`src/hw/rtl/tile_background_scanline_renderer_core_defines.svh`:
```
// Assertion macros for the tile background renderer.
// Used by modules that carry concurrent checks; needs clk and rst_n in scope.
`ifndef TILE_BACKGROUND_SCANLINE_RENDERER_CORE_DEFINES_SVH
`define TILE_BACKGROUND_SCANLINE_RENDERER_CORE_DEFINES_SVH
`ifndef SYNTHESIS
`define TBSR_ASSERT_IMP(label, ante, cons) \
    label: assert property (@(posedge clk) disable iff (!rst_n) (ante) |-> (cons)) \
        else $error("tbsr check failed");
`define TBSR_ASSERT_NEXT(label, ante, cons) \
    label: assert property (@(posedge clk) disable iff (!rst_n) (ante) |=> (cons)) \
        else $error("tbsr check failed");
`else
`define TBSR_ASSERT_IMP(label, ante, cons)
`define TBSR_ASSERT_NEXT(label, ante, cons)
`endif
`endif

```
`src/hw/rtl/tbsr_pkg.sv`:
```
// Shared types, codes and constants of the tile background renderer.
// No dependencies.
`timescale 1ns / 1ps
package tbsr_pkg;

    localparam int VRAM_BYTES            = 8192;
    localparam int VRAM_AW               = 13;
    localparam int LINE_PIXELS_DEF       = 160;
    localparam int VISIBLE_LINES_DEF     = 144;
    localparam int PIXELS_PER_RESULT_DEF = 4;

    localparam logic [7:0] LAST_LINE   = 8'd153;
    localparam logic [8:0] CYCLE_MAX   = 9'h1FF;
    localparam logic [1:0] MAP_BASE_HI = 2'b11;

    localparam logic [7:0] OAM_RST      = 8'd20;
    localparam logic [7:0] TRANSFER_RST = 8'd43;
    localparam logic [7:0] HBLANK_RST   = 8'd51;
    localparam logic [7:0] LINE_RST     = 8'd114;

    localparam logic [7:0] CFG_OAM      = 8'd0;
    localparam logic [7:0] CFG_TRANSFER = 8'd1;
    localparam logic [7:0] CFG_HBLANK   = 8'd2;
    localparam logic [7:0] CFG_LINE     = 8'd3;

    localparam logic [12:0] REG_CONTROL = 13'd0;
    localparam logic [12:0] REG_STATUS  = 13'd1;
    localparam logic [12:0] REG_SCROLLY = 13'd2;
    localparam logic [12:0] REG_SCROLLX = 13'd3;
    localparam logic [12:0] REG_LINE    = 13'd4;
    localparam logic [12:0] REG_PALETTE = 13'd5;

    typedef enum logic [1:0] {
        KIND_TICK  = 2'd0,
        KIND_WRITE = 2'd1,
        KIND_READ  = 2'd2,
        KIND_VRAM  = 2'd3
    } kind_t;

    typedef enum logic [1:0] {
        MODE_HBLANK = 2'd0,
        MODE_VBLANK = 2'd1,
        MODE_OAM    = 2'd2,
        MODE_XFER   = 2'd3
    } mode_t;

    typedef struct packed {
        logic            map_sel;
        logic            tile_sel;
        logic [7:0]      scroll_x;
        logic [7:0]      scroll_y;
        logic [7:0]      line;
        logic [3:0][7:0] shades;
    } rnd_cfg_t;

    typedef struct packed {
        logic [3:0][7:0] shades;
        logic [7:0]      column;
        logic            last;
    } rnd_grp_t;

    function automatic logic [7:0] shade_code(input logic [1:0] c);
        logic [7:0] r;
        unique case (c)
            2'd0: r = 8'd255;
            2'd1: r = 8'd192;
            2'd2: r = 8'd96;
            2'd3: r = 8'd0;
        endcase
        return r;
    endfunction

endpackage

```
`src/hw/rtl/tbsr_render.sv`:
```
// Line render sequencer: fetches map entries and tile rows from video memory and emits shaded pixel groups.
// Depends on tbsr_pkg; reads through the tbsr_ram read port.
`timescale 1ns / 1ps
module tbsr_render #(
    parameter int LINE_PIXELS       = tbsr_pkg::LINE_PIXELS_DEF,
    parameter int PIXELS_PER_RESULT = tbsr_pkg::PIXELS_PER_RESULT_DEF
) (
    input  logic                         clk,
    input  logic                         rst_n,
    input  logic                         start,
    input  tbsr_pkg::rnd_cfg_t           cfg,
    output logic [tbsr_pkg::VRAM_AW-1:0] rd_addr,
    input  logic [7:0]                   rd_data,
    output logic                         grp_valid,
    input  logic                         grp_ready,
    output tbsr_pkg::rnd_grp_t           grp
);
    import tbsr_pkg::*;

    localparam int XW = $clog2(LINE_PIXELS);
    localparam int PW = (PIXELS_PER_RESULT > 1) ? $clog2(PIXELS_PER_RESULT) : 1;

    typedef enum logic [6:0] {
        R_IDLE = 7'b0000001,
        R_MAP  = 7'b0000010,
        R_TILE = 7'b0000100,
        R_LO   = 7'b0001000,
        R_HI   = 7'b0010000,
        R_PIX  = 7'b0100000,
        R_EMIT = 7'b1000000
    } rstate_t;

    rstate_t         state_reg, state_next;
    logic [2:0]      tx_reg, tx_next;
    logic [4:0]      col_reg, col_next;
    logic [8:0]      tile_reg, tile_next;
    logic [7:0]      lo_reg, lo_next;
    logic [7:0]      hi_reg, hi_next;
    logic [XW-1:0]   x_reg, x_next;
    logic [PW-1:0]   p_reg, p_next;
    logic [3:0][7:0] sh_reg, sh_next;
    logic [7:0]      column_reg, column_next;
    logic            fetch_reg, fetch_next;
    logic            last_reg, last_next;

    logic [7:0] y;
    logic [2:0] ty;
    logic [1:0] color;
    logic       wrap;
    logic       done;

    assign y  = cfg.line + cfg.scroll_y;
    assign ty = y[2:0];

    always_comb
    begin
        state_next  = state_reg;
        tx_next     = tx_reg;
        col_next    = col_reg;
        tile_next   = tile_reg;
        lo_next     = lo_reg;
        hi_next     = hi_reg;
        x_next      = x_reg;
        p_next      = p_reg;
        sh_next     = sh_reg;
        column_next = column_reg;
        fetch_next  = fetch_reg;
        last_next   = last_reg;
        rd_addr     = {MAP_BASE_HI, cfg.map_sel, y[7:3], col_reg};
        color       = {hi_reg[3'd7 - tx_reg], lo_reg[3'd7 - tx_reg]};
        wrap        = (tx_reg == 3'd7);
        done        = (p_reg == PW'(PIXELS_PER_RESULT - 1)) || (x_reg == XW'(LINE_PIXELS - 1));
        grp_valid   = (state_reg == R_EMIT);
        unique case (state_reg)
            R_IDLE:
            begin
                if (start)
                begin
                    col_next    = cfg.scroll_x[7:3];
                    tx_next     = cfg.scroll_x[2:0];
                    x_next      = '0;
                    p_next      = '0;
                    sh_next     = '0;
                    column_next = '0;
                    state_next  = R_MAP;
                end
            end
            R_MAP:
            begin
                state_next = R_TILE;
            end
            R_TILE:
            begin
                tile_next  = (!cfg.tile_sel && !rd_data[7]) ? {1'b1, rd_data} : {1'b0, rd_data};
                rd_addr    = {tile_next, ty, 1'b0};
                state_next = R_LO;
            end
            R_LO:
            begin
                lo_next    = rd_data;
                rd_addr    = {tile_reg, ty, 1'b1};
                state_next = R_HI;
            end
            R_HI:
            begin
                hi_next    = rd_data;
                state_next = R_PIX;
            end
            R_PIX:
            begin
                if (32'(p_reg) < 4)
                begin
                    sh_next[2'(p_reg)] = cfg.shades[color];
                end
                x_next  = x_reg + 1'b1;
                p_next  = p_reg + 1'b1;
                tx_next = tx_reg + 1'b1;
                if (wrap)
                begin
                    col_next = col_reg + 1'b1;
                end
                if (done)
                begin
                    fetch_next = wrap;
                    last_next  = (x_reg == XW'(LINE_PIXELS - 1));
                    state_next = R_EMIT;
                end
                else if (wrap)
                begin
                    state_next = R_MAP;
                end
            end
            R_EMIT:
            begin
                if (grp_ready)
                begin
                    if (last_reg)
                    begin
                        state_next = R_IDLE;
                    end
                    else
                    begin
                        sh_next     = '0;
                        p_next      = '0;
                        column_next = column_reg + 8'(PIXELS_PER_RESULT);
                        state_next  = fetch_reg ? R_MAP : R_PIX;
                    end
                end
            end
            default:
            begin
                state_next = R_IDLE;
            end
        endcase
    end

    assign grp.shades = sh_reg;
    assign grp.column = column_reg;
    assign grp.last   = last_reg;

    always_ff @(posedge clk or negedge rst_n)
    begin
        if (!rst_n)
        begin
            state_reg <= R_IDLE;
        end
        else
        begin
            state_reg <= state_next;
        end
    end

    always_ff @(posedge clk)
    begin
        tx_reg     <= tx_next;
        col_reg    <= col_next;
        tile_reg   <= tile_next;
        lo_reg     <= lo_next;
        hi_reg     <= hi_next;
        x_reg      <= x_next;
        p_reg      <= p_next;
        sh_reg     <= sh_next;
        column_reg <= column_next;
        fetch_reg  <= fetch_next;
        last_reg   <= last_next;
    end

endmodule

```
`config.mk`:
```
export PLATFORM = sky130hd
export DESIGN_NAME = tbsr_render
export DESIGN_NICKNAME = d
export VERILOG_FILES = /design/src/hw/rtl/tile_background_scanline_renderer_core_defines.svh /design/src/hw/rtl/tbsr_pkg.sv /design/src/hw/rtl/tbsr_render.sv
export SDC_FILE = /design/constraint.sdc
export NUM_CORES = 1
export LEC_CHECK = 0
export BUFFER_PORTS_ARGS = -buffer_cell sky130_fd_sc_hd__buf_4
export CORE_MARGIN = 1.5
export CORE_UTILIZATION = 50
export CTS_BUF_LIST = sky130_fd_sc_hd__clkbuf_16
export DETAILED_ROUTE_END_ITERATION = 6
export PLACE_DENSITY = 0.78
export SETUP_SLACK_MARGIN = 0.02
export SLEW_MARGIN = 20
export SYNTH_ARGS = -nofsm -noshare
export SYNTH_HDL_FRONTEND = slang
export SYNTH_SLANG_ARGS = --single-unit
```
`constraint.sdc`:
```
create_clock -name clk -period 5.45 [get_ports clk]
set_clock_uncertainty 0.05 [all_clocks]
set_input_delay 0 -clock clk [delete_from_list [all_inputs] [get_ports clk]]
set_output_delay 0 -clock clk [all_outputs]
set_load 0.1 [all_outputs]
```
==> impl_metrics.tcl <==
set metrics [dict create \
    maxCapViolCount 0 \
    crit_arrival_ns 2.93 \
    place.gp.congestion 0.835 \
    yosys.cell_count.top_type "edfxtp_1" \
    setup_tns_ns 0 \
    core-area_um2 9280 \
    vias 3952 \
    antenna_found_initial 0 \
    die_area_um2 10200 \
    post_drt_wl_per_cell_um 17.3 \
    total_leakage_power_nw 2.57 \
    die_h_um 101 \
    synth_area_leaders "edfxtp_1, o221ai_1, nand2_1" \
    cts_inserted_buffers 9 \
    largest_register_ffs 32 \
    post-place-ws_ns 2.52 \
    final_cell_area_um2 6330 \
    placed_cells 649 \
    synth-main-ff-cell "edfxtp_1" \
    timing.final.ws_setup_ns 2.47 \
    syn_inst 409 \
    yosysWarningCount 0 \
    grt_pass1_vias 3735 \
    fp-row-count 35 \
    slew_headroom_pct 41.5 \
    yosysTopAreaCell "edfxtp_1" \
    tightestPinTransition_ns 0.874 \
    area_growth_pct 31.3 \
    grt_overflow_total 0 \
    synth_area_um2 4820 \
    post_cts_resized 0 \
    wl_um 11900 \
    clk_pin_slew_ns 0.06 \
    first_pass_iters 4 \
    vias_per_cell 5.76 \
    diodes 0 \
    fin_crit_sh_pct 54.8 \
    slew_viol_final 0 \
    layout.nets 639 \
    drtAntennaViolNets 0 \
    final_util_pct 68.2 \
    fillers 697 \
    tritoncts "yes" \
    clockPowerShare_pct 15.2 \
    rsz0062_at_grt "no" \
    cts-root-buf "clkbuf_16" \
    cp_max_fo 18 \
    multi_input_area_um2 2040 \
    hold_class "in -> async" \
    seqCellArea_um2 2670 \
    yosysTopAreaCellShare_pct 51.7 \
    worst_setup_path_start_kind "flip-flop" \
    layout-drive-gt1-share_pct 26.9 \
    ys_seq_area_share_pct 55.4 \
    criticalPathCategory "reg -> out" \
    status "complete, no violations" \
    finalNonFillerCells 686 \
    ys_async_sr_fraction_pct 7.78 \
    die_width_um 101 \
    synth-edff-count 83 \
    hpwl_um 8360 \
    insertion_delay_ns 0.34 \
    io_pins 125 \
    end_kind "primary output" \
    ys_types 59 \
    cts_sinks 90 \
    htreeDepth 3 \
    ys_seq_elements 90 \
    syn_area_per_cell_um2 11.8 \
    pwr-share-comb_pct 53.2 \
    clock.fmax_mhz 335 \
    initial_core_util_pct 51.9 \
    crit_required_ns 5.40 \
    grtUsageTotal_pct 23.3 \
    hold_viol_final 0 \
    power_frac_seq_pct 31.6 \
    io_buffers 122 \
    grt_pass1_wl_um 18300 \
    switching_share_pct 52.3 \
    power-per-cell-area_nw_per_um2 591 \
    p_switching_mw 1.95 \
    p_total_mw 3.74 \
    drc 0 \
    fin_hold_ws_ns 0.0735 \
    fin_crit_ns 2.98 \
    drt_iter0_markers 275 \
    placed_area_um2 5830 \
    intPower_mw 1.79 \
    clock_path_buffers 2 \
    ys_top_cells_by_count "edfxtp_1, nand2_1, nor2_1, o221ai_1, nand3_1" \
    peakVddDrop_v 0.000383 \
    report.final.setup_viol 0 \
    grt_max_degree 35 \
]
-- final timing paths --
path / start / to / slack [ns] / cells after the start
setup reg to reg: tx_reg[1]$_DFFE_PP_ / grp[40]$_SDFFCE_PP0P_ / 2.69 / 4
setup / recovery: state_reg[6]$_DFFE_PN0P_ / rd_addr[2] / 2.47 / 6
hold / removal: rst_n / state_reg[0]$_DFFE_PN1P_ / 0.07 / 2
hold reg to reg: grp[29]$_SDFFCE_PP0P_ / grp[29]$_SDFFCE_PP0P_ / 0.52 / 2
max in group asynchronous: rst_n / state_reg[4]$_DFFE_PN0P_ / 4.60 / 3
min in group clk: cfg[25] / grp[18]$_SDFFCE_PP0P_ / 0.08 / 3
-- power by group through the flow --
stage          sequential (mW)  combinational (mW)  clock, mW
4_1_cts                   1.18                1.96      0.570
5_1_grt                   1.20                2.07      0.602
3_5_place_dp              1.20                1.94          0
6_report                  1.18                1.99      0.568
3_3_place_gp              1.18                1.92          0
2_1_floorplan             2.02               0.695          0
-- worst max-delay path, stage by stage, from the launching register on --
cell     delay (ns)
dfrtp_1        0.42
or4_1          0.73
nor3_4         0.69
or2_1          0.30
nand2_1        0.08
nand2_1        0.08
buf_4          0.29
-- layout by cell type, fill, tap and decap left out, drive strengths merged, types with 7 or more instances in the layout --
cell and n:
buf 124, clkbuf 9, dlygate4sd3 20, edfxtp 83
ha 16, inv 8, mux2i 18, nand2 71
nand3 19, nor2 36, nor3 10, o21ai 13
o221ai 32, xnor2 7, xor2 10
-- metal layers --
layer / vias to the layer above / global-route usage, % / part of all wire [%]
met4: 0 / 8.12 / 1.6
met3: 16 / 5.31 / 6.7
li1: 1859 / - / -
met2: 184 / 38.5 / 48
met5: - / 0 / 0
met1: 1893 / 30.5 / 43
-- cells by family (layout without fill, tap and decap cells) --
family                   count (synthesis)  after routing  synth area share [%]
AND/OR/NAND/NOR                        163            163                  15.9
flip-flops                              90             90                  55.4
AO/OA/AOI/OAI                           77             77                  12.2
multiplexers                            23             23                  6.26
buffers and inverters                   21            168                  2.52
adder cells (fa/ha/maj)                 17             17                  4.57
XOR/XNOR                                17             17                  3.09
other                                    1              2                0.0778
-- layout make-up --
type	count	share of cell area, %
timing repair buffer	144	18.2
clock inverter	7	0.751
clock buffer	9	3.56
tap	129	2.55
multi-input combinational	299	32.3
inverter	8	0.494
sequential	90	42.2
-- timing repair --
action / in CTS / in global routing
hold buffers: 20 / 0
setup buffers: 0 / 0
hold endpoints to repair: 41 / 0
Power figures use the tool's default switching activity.
